[src/tdpt_pkg.sv]
`timescale 1ns / 1ps
`default_nettype none

package tdpt_pkg;

    // Sequencer states
    typedef enum logic [2:0] {
        ST_IDLE,
        ST_CHECK,
        ST_DIV3,
        ST_DIVD,
        ST_DIVD2,
        ST_RESULT
    } tdpt_state_t;

    // Divider status back to the sequencer
    typedef struct packed {
        logic done;      // one-cycle pulse, results valid from this cycle on
        logic rem_zero;  // remainder of the last division is zero
    } tdpt_div_status_t;

    localparam int unsigned SMALL_PRIME_MAX = 3;  // values up to here need no division
    localparam int unsigned SECOND_PRIME    = 2;
    localparam int unsigned THIRD_PRIME     = 3;
    localparam int unsigned TRIAL_START     = 5;  // first 6k-1 divisor
    localparam int unsigned PAIR_OFFSET     = 2;  // 6k+1 = (6k-1) + 2
    localparam int unsigned TRIAL_STEP      = 6;

endpackage

`default_nettype wire

[src/trial_division_prime_test_top.sv]
`timescale 1ns / 1ps
`default_nettype none

// Channel   Dir  Beat contents (tdata, lowest bit first)
// s_axis    in   candidate [VALUE_WIDTH-1:0], zero padded to bytes
// m_axis    out  prime_flag [0], zero padded to 8 bits
//
// One candidate at a time. Each division runs bit-serially in the divider; the
// search divides once by 3, then by each 6k-1 and 6k+1 divisor in turn, and stops
// at a zero remainder or at a 6k-1 division whose quotient is below the divisor
// (the number of divisions grows with sqrt(candidate)/3).
// Values up to 3 and even values finish without any division.
// Reset (aresetn low, synchronous) drops m_tvalid and returns to idle.
// A held result does not block the next candidate from being accepted.
module trial_division_prime_test_top
    import tdpt_pkg::*;
#(
    parameter int VALUE_WIDTH = 64
) (
    input  wire logic                   aclk,
    input  wire logic                   aresetn,
    input  wire logic                   s_tvalid,
    output logic                        s_tready,
    input  wire logic [((VALUE_WIDTH+7)/8)*8-1:0] s_tdata,  // candidate
    output logic                        m_tvalid,
    input  wire logic                   m_tready,
    output logic [7:0]                  m_tdata             // prime_flag
);

    localparam logic [VALUE_WIDTH-1:0] SMALL_MAX = VALUE_WIDTH'(SMALL_PRIME_MAX);
    localparam logic [VALUE_WIDTH-1:0] DIV_THREE = VALUE_WIDTH'(THIRD_PRIME);
    localparam logic [VALUE_WIDTH-1:0] ONE       = VALUE_WIDTH'(SECOND_PRIME - 1);
    localparam logic [VALUE_WIDTH-1:0] D_START   = VALUE_WIDTH'(TRIAL_START);
    localparam logic [VALUE_WIDTH-1:0] D_PAIR    = VALUE_WIDTH'(PAIR_OFFSET);
    localparam logic [VALUE_WIDTH-1:0] D_STEP    = VALUE_WIDTH'(TRIAL_STEP);

    tdpt_state_t            state_reg, state_next;
    logic [VALUE_WIDTH-1:0] v_reg, v_next;
    logic [VALUE_WIDTH-1:0] d_reg, d_next;
    logic                   flag_reg, flag_next;
    logic                   m_valid_reg, m_valid_next;
    logic                   m_flag_reg, m_flag_next;

    logic                   div_start;
    logic [VALUE_WIDTH-1:0] div_divisor;
    tdpt_div_status_t       div_status;
    logic [VALUE_WIDTH-1:0] div_quotient;

    tdpt_divider #(
        .VALUE_WIDTH(VALUE_WIDTH)
    ) u_div (
        .aclk    (aclk),
        .aresetn (aresetn),
        .start   (div_start),
        .dividend(v_reg),
        .divisor (div_divisor),
        .status  (div_status),
        .quotient(div_quotient)
    );

    always_comb begin
        state_next   = state_reg;
        v_next       = v_reg;
        d_next       = d_reg;
        flag_next    = flag_reg;
        m_valid_next = m_valid_reg && !m_tready;
        m_flag_next  = m_flag_reg;
        div_start    = 1'b0;
        div_divisor  = DIV_THREE;
        s_tready     = 1'b0;

        case (state_reg)
            ST_IDLE: begin
                s_tready = 1'b1;
                if (s_tvalid) begin
                    v_next     = s_tdata[VALUE_WIDTH-1:0];
                    state_next = ST_CHECK;
                end
            end
            ST_CHECK: begin
                if (v_reg <= SMALL_MAX) begin
                    flag_next  = (v_reg > ONE);
                    state_next = ST_RESULT;
                end else if (!v_reg[0]) begin
                    flag_next  = 1'b0;
                    state_next = ST_RESULT;
                end else begin
                    div_start   = 1'b1;
                    div_divisor = DIV_THREE;
                    state_next  = ST_DIV3;
                end
            end
            ST_DIV3: begin
                if (div_status.done) begin
                    if (div_status.rem_zero) begin
                        flag_next  = 1'b0;
                        state_next = ST_RESULT;
                    end else begin
                        d_next      = D_START;
                        div_start   = 1'b1;
                        div_divisor = D_START;
                        state_next  = ST_DIVD;
                    end
                end
            end
            ST_DIVD: begin
                if (div_status.done) begin
                    // quotient below d means d*d > v: no divisor left
                    if (div_quotient < d_reg) begin
                        flag_next  = 1'b1;
                        state_next = ST_RESULT;
                    end else if (div_status.rem_zero) begin
                        flag_next  = 1'b0;
                        state_next = ST_RESULT;
                    end else begin
                        div_start   = 1'b1;
                        div_divisor = d_reg + D_PAIR;
                        state_next  = ST_DIVD2;
                    end
                end
            end
            ST_DIVD2: begin
                if (div_status.done) begin
                    if (div_status.rem_zero) begin
                        flag_next  = 1'b0;
                        state_next = ST_RESULT;
                    end else begin
                        d_next      = d_reg + D_STEP;
                        div_start   = 1'b1;
                        div_divisor = d_reg + D_STEP;
                        state_next  = ST_DIVD;
                    end
                end
            end
            ST_RESULT: begin
                if (!m_valid_reg || m_tready) begin
                    m_valid_next = 1'b1;
                    m_flag_next  = flag_reg;
                    state_next   = ST_IDLE;
                end
            end
            default: begin
                state_next = ST_IDLE;
            end
        endcase
    end

    always_ff @(posedge aclk) begin
        if (!aresetn) begin
            state_reg   <= ST_IDLE;
            m_valid_reg <= 1'b0;
        end else begin
            state_reg   <= state_next;
            m_valid_reg <= m_valid_next;
        end
        v_reg      <= v_next;
        d_reg      <= d_next;
        flag_reg   <= flag_next;
        m_flag_reg <= m_flag_next;
    end

    assign m_tvalid = m_valid_reg;
    assign m_tdata  = {7'b0, m_flag_reg};

endmodule

`default_nettype wire

[src/tdpt_divider.sv]
`timescale 1ns / 1ps
`default_nettype none

// Restoring divider, one quotient bit per cycle.
module tdpt_divider
    import tdpt_pkg::*;
#(
    parameter int VALUE_WIDTH = 64
) (
    input  wire logic                   aclk,
    input  wire logic                   aresetn,
    input  wire logic                   start,
    input  wire logic [VALUE_WIDTH-1:0] dividend,
    input  wire logic [VALUE_WIDTH-1:0] divisor,
    output tdpt_div_status_t            status,
    output logic      [VALUE_WIDTH-1:0] quotient
);

    localparam int CNT_W = $clog2(VALUE_WIDTH + 1);

    logic                   busy_reg, busy_next;
    logic                   done_reg, done_next;
    logic [CNT_W-1:0]       cnt_reg, cnt_next;
    logic [VALUE_WIDTH-1:0] rem_reg, rem_next;
    logic [VALUE_WIDTH-1:0] quo_reg, quo_next;
    logic [VALUE_WIDTH-1:0] dvs_reg, dvs_next;

    logic [VALUE_WIDTH:0]   rem_shift;
    logic [VALUE_WIDTH:0]   diff;
    logic                   fit;

    always_comb begin
        // shift the next dividend bit in, subtract if the divisor fits
        rem_shift = {rem_reg, quo_reg[VALUE_WIDTH-1]};
        diff      = rem_shift - {1'b0, dvs_reg};
        fit       = (rem_shift >= {1'b0, dvs_reg});

        busy_next = busy_reg;
        done_next = 1'b0;
        cnt_next  = cnt_reg;
        rem_next  = rem_reg;
        quo_next  = quo_reg;
        dvs_next  = dvs_reg;

        if (start) begin
            busy_next = 1'b1;
            cnt_next  = CNT_W'(VALUE_WIDTH);
            rem_next  = '0;
            quo_next  = dividend;
            dvs_next  = divisor;
        end else if (busy_reg) begin
            rem_next = fit ? diff[VALUE_WIDTH-1:0] : rem_shift[VALUE_WIDTH-1:0];
            quo_next = {quo_reg[VALUE_WIDTH-2:0], fit};
            cnt_next = cnt_reg - CNT_W'(1);
            if (cnt_reg == CNT_W'(1)) begin
                busy_next = 1'b0;
                done_next = 1'b1;
            end
        end
    end

    always_ff @(posedge aclk) begin
        if (!aresetn) begin
            busy_reg <= 1'b0;
            done_reg <= 1'b0;
            cnt_reg  <= '0;
        end else begin
            busy_reg <= busy_next;
            done_reg <= done_next;
            cnt_reg  <= cnt_next;
        end
        rem_reg <= rem_next;
        quo_reg <= quo_next;
        dvs_reg <= dvs_next;
    end

    assign status.done     = done_reg;
    assign status.rem_zero = (rem_reg == '0);
    assign quotient        = quo_reg;

endmodule

`default_nettype wire

[config.mk]
export PLATFORM = sky130hd
export DESIGN_NAME = trial_division_prime_test_top
export DESIGN_NICKNAME = d
export VERILOG_FILES = /design/src/tdpt_pkg.sv /design/src/trial_division_prime_test_top.sv /design/src/tdpt_divider.sv
export SDC_FILE = /design/constraint.sdc
export NUM_CORES = 1
export LEC_CHECK = 0
export BUFFER_PORTS_ARGS = -buffer_cell sky130_fd_sc_hd__buf_2
export CAP_MARGIN = 20
export CORE_ASPECT_RATIO = 1.1
export CORE_MARGIN = 4
export CORE_UTILIZATION = 25
export DETAILED_ROUTE_END_ITERATION = 16
export GPL_TIMING_DRIVEN = 0
export SYNTH_ARGS = -nofsm -noshare
export SYNTH_HDL_FRONTEND = slang
export SYNTH_HIERARCHICAL = 1
export SYNTH_SLANG_ARGS = --single-unit
[constraint.sdc]
create_clock -name aclk -period 27.8 [get_ports aclk]
set_input_delay 2.78 -clock aclk [delete_from_list [all_inputs] [get_ports aclk]]
set_output_delay 2.78 -clock aclk [all_outputs]
set_load 0.01 [all_outputs]
==> impl_metrics.tcl <==
set metrics [dict create \
    post-cts-setup-buffer-count 0 \
    maxCapViolations 0 \
    grt_pass1_vias 17600 \
    netlist_instances 2328 \
    holdCritPathClass "reg -> reg" \
    viasPerCell 5.00 \
    place_area_um2 23800 \
    status "finished, final reports clean" \
    die_area_um2 92000 \
    coreArea_um2 86400 \
    max_freq_mhz 173 \
    rows 113 \
    cpMaxStageDelayCell "nor2_1" \
    crit_buf_inv 6 \
    synthTopCellsByCount "nor2_1 (292), edfxtp_1 (257), a21oi_1 (196)" \
    finalPower_mw 2.28 \
    grt_max_degree 65 \
    fin_setup_tns_ps 0 \
    dp_cells 3565 \
    clock-root-buffer "clkbuf_16" \
    cp.arrival_ps 6050 \
    cts.sinks 334 \
    cts-resized-gates 0 \
    dpl.hpwl_mm 54.5 \
    skew_ps 42.9 \
    slew_headroom 0.315 \
    ant_nets 0 \
    p_leak_nw 9.16 \
    synthTopCellsByArea "edfxtp_1 (35%), ha_1 (7.5%), dfxtp_1 (7.1%)" \
    crit_path_max_fanout 43 \
    layout.cells.non_filler 3638 \
    yosys.area.top_type_share 0.354 \
    drc 0 \
    synth_top_area_cell "edfxtp_1" \
    endpoint "u_div/quotient[7]" \
    antenna_found_initial 0 \
    area_growth_pct 15.4 \
    synth-edff-count 257 \
    clk_pin_slew_ps 60 \
    worstSetupStartpoint "u_div/rem_reg[19]" \
    tritoncts "done" \
    post-route-util 0.291 \
    grt_pass1_wl_mm 105 \
    crit_path_max_incr_delay_ps 850 \
    hold_buffers 0 \
    yosysSeqAreaShare 0.425 \
    cts.htree.levels 2 \
    reg2reg_to "u_div/quotient[7]" \
    path_cells "nor4_1 > nand4_1 > nor4_2 > buf_4 > nand2b_1 > clkbuf_1 > clkbuf_1 > o21ai_4 > clkbuf_1 > nor2_1 > inv_2 > buf_12" \
    ios 78 \
    wl_per_cell_um 18.9 \
    final-hold-violation-count 0 \
    numCtsBuffers 39 \
    fin_area_um2 25200 \
    rsz0062_at_grt "no" \
    r2r-start "u_div/rem_reg[19]" \
    path_common_cell "clkbuf_1" \
    yosysWarnings 6 \
    synthFlopType "edfxtp_1" \
    synth.most_common_cell "nor2_1" \
    worst_ep_required_time_ps 28090 \
    powerDensity_nw_per_um2 90.8 \
    worstMarginPinSlew_ps 1020 \
    finalMaxSlewViolations 0 \
    yosysUniqueCellTypes 96 \
    cp_top_family "buffers and inverters" \
    layout_min_cycle_time_ps 5760 \
    overflow 0 \
    path_class "reg -> reg" \
    synth_seq_cells 334 \
    start_kind "register" \
    fin_crit_sh 0.207 \
    finalWirelength_mm 68.7 \
    reg2reg_slack_ps 22040 \
    holdPathStages 0 \
    floorplan.die.height_um 318 \
    syn-cell-area_um2 21800 \
    clockBufferDepth 3 \
    cp-end-kind "register" \
    start_util 0.252 \
    reg2regPathDepth 12 \
    die-width_um 290 \
    track_usage 0.145 \
    synth_async_sr_flop_share 0 \
    drt_iter0_drc 1435 \
    gp_congestion 0.996 \
    num_vias 18200 \
    vdd_ir_drop_max_v 0.0000541 \
    syn-mean-instance-area_um2 9.37 \
    drive_above_1_share 0.119 \
    setup_violations 0 \
    cp.depth 12 \
    clock_latency_ps 590 \
    nets 2657 \
    n_antenna_cell 0 \
    first_pass_iters 5 \
    place.port_buffers 70 \
]
placed cells by master (no fill, tap or decap), drive strengths merged, types with 26 or more instances in the layout:
cell,n
inv,169
edfxtp,257
nor3,51
nor4,62
a21oi,201
xnor2,135
ha,131
clkbuf,119
a211oi,62
nand4,67
a21o,37
mux2,64
nand2,148
mux2i,26
nand3,66
buf,119
o21ai,88
dfxtp,77
nor2,294
cell type report:
cell class              instances  area [um2]
repair buffers                 82         505
inverters                     163         612
clock buffers                  41        1000
multi-input cells            1722       11500
clock inverters                31         362
plain buffers                 115         523
well taps                    1150        1440
flip-flops and latches        334        9260
fillers                      9052       61200
stage by stage:
stage,worst slack [ps],hold slack (ps)
2_1_floorplan,18870,418
3_3_place_gp,15020,439
3_5_place_dp,22000,459
4_1_cts,21980,475
5_1_grt,21850,489
6_report,22040,461
logic make-up after synthesis:
kind of cell,synth area share
and+or+nand+nor,0.179
AOI/OAI and AO/OA,0.159
DFF,0.425
buffers and inverters,0.0520
xor gates and xnor gates,0.0643
adders and majority gates,0.0761
muxes,0.0450
other,0.000344
power by group:
| group | switching (mW) | total, mW | internal [mW] |
|---|---|---|---|
| Sequential | 0.0958 | 0.760 | 0.665 |
| Combinational | 0.591 | 0.972 | 0.381 |
| Clock | 0.228 | 0.551 | 0.324 |
worst min path at each step:
stage,startpoint,to,slack [ps]
floorplan,flag_reg,m_flag_reg,420
global placement,flag_reg,m_flag_reg,440
detailed placement,flag_reg,m_flag_reg,460
CTS,flag_reg,m_flag_reg,470
global route,flag_reg,m_flag_reg,490
finish,flag_reg,m_flag_reg,460
per-layer routing:
metal  up-vias  track usage  wire (um)
met5         -            0          0
met4         0       0.0715       3820
met3       185       0.0191       3420
met2       638        0.253      33700
met1      8568        0.175      27700
li1       8807            -          -
worst register-to-register path, cell delays in order (launching register included):
cell and delay (ps):
dfxtp_1 340, nor4_1 680, nand4_1 290, nor4_2 280, buf_4 220, nand2b_1 130
clkbuf_1 460, clkbuf_1 690, o21ai_4 240, clkbuf_1 430, nor2_1 860, inv_2 490
buf_12 340
Note: power is estimated with default switching activity, not from simulation.
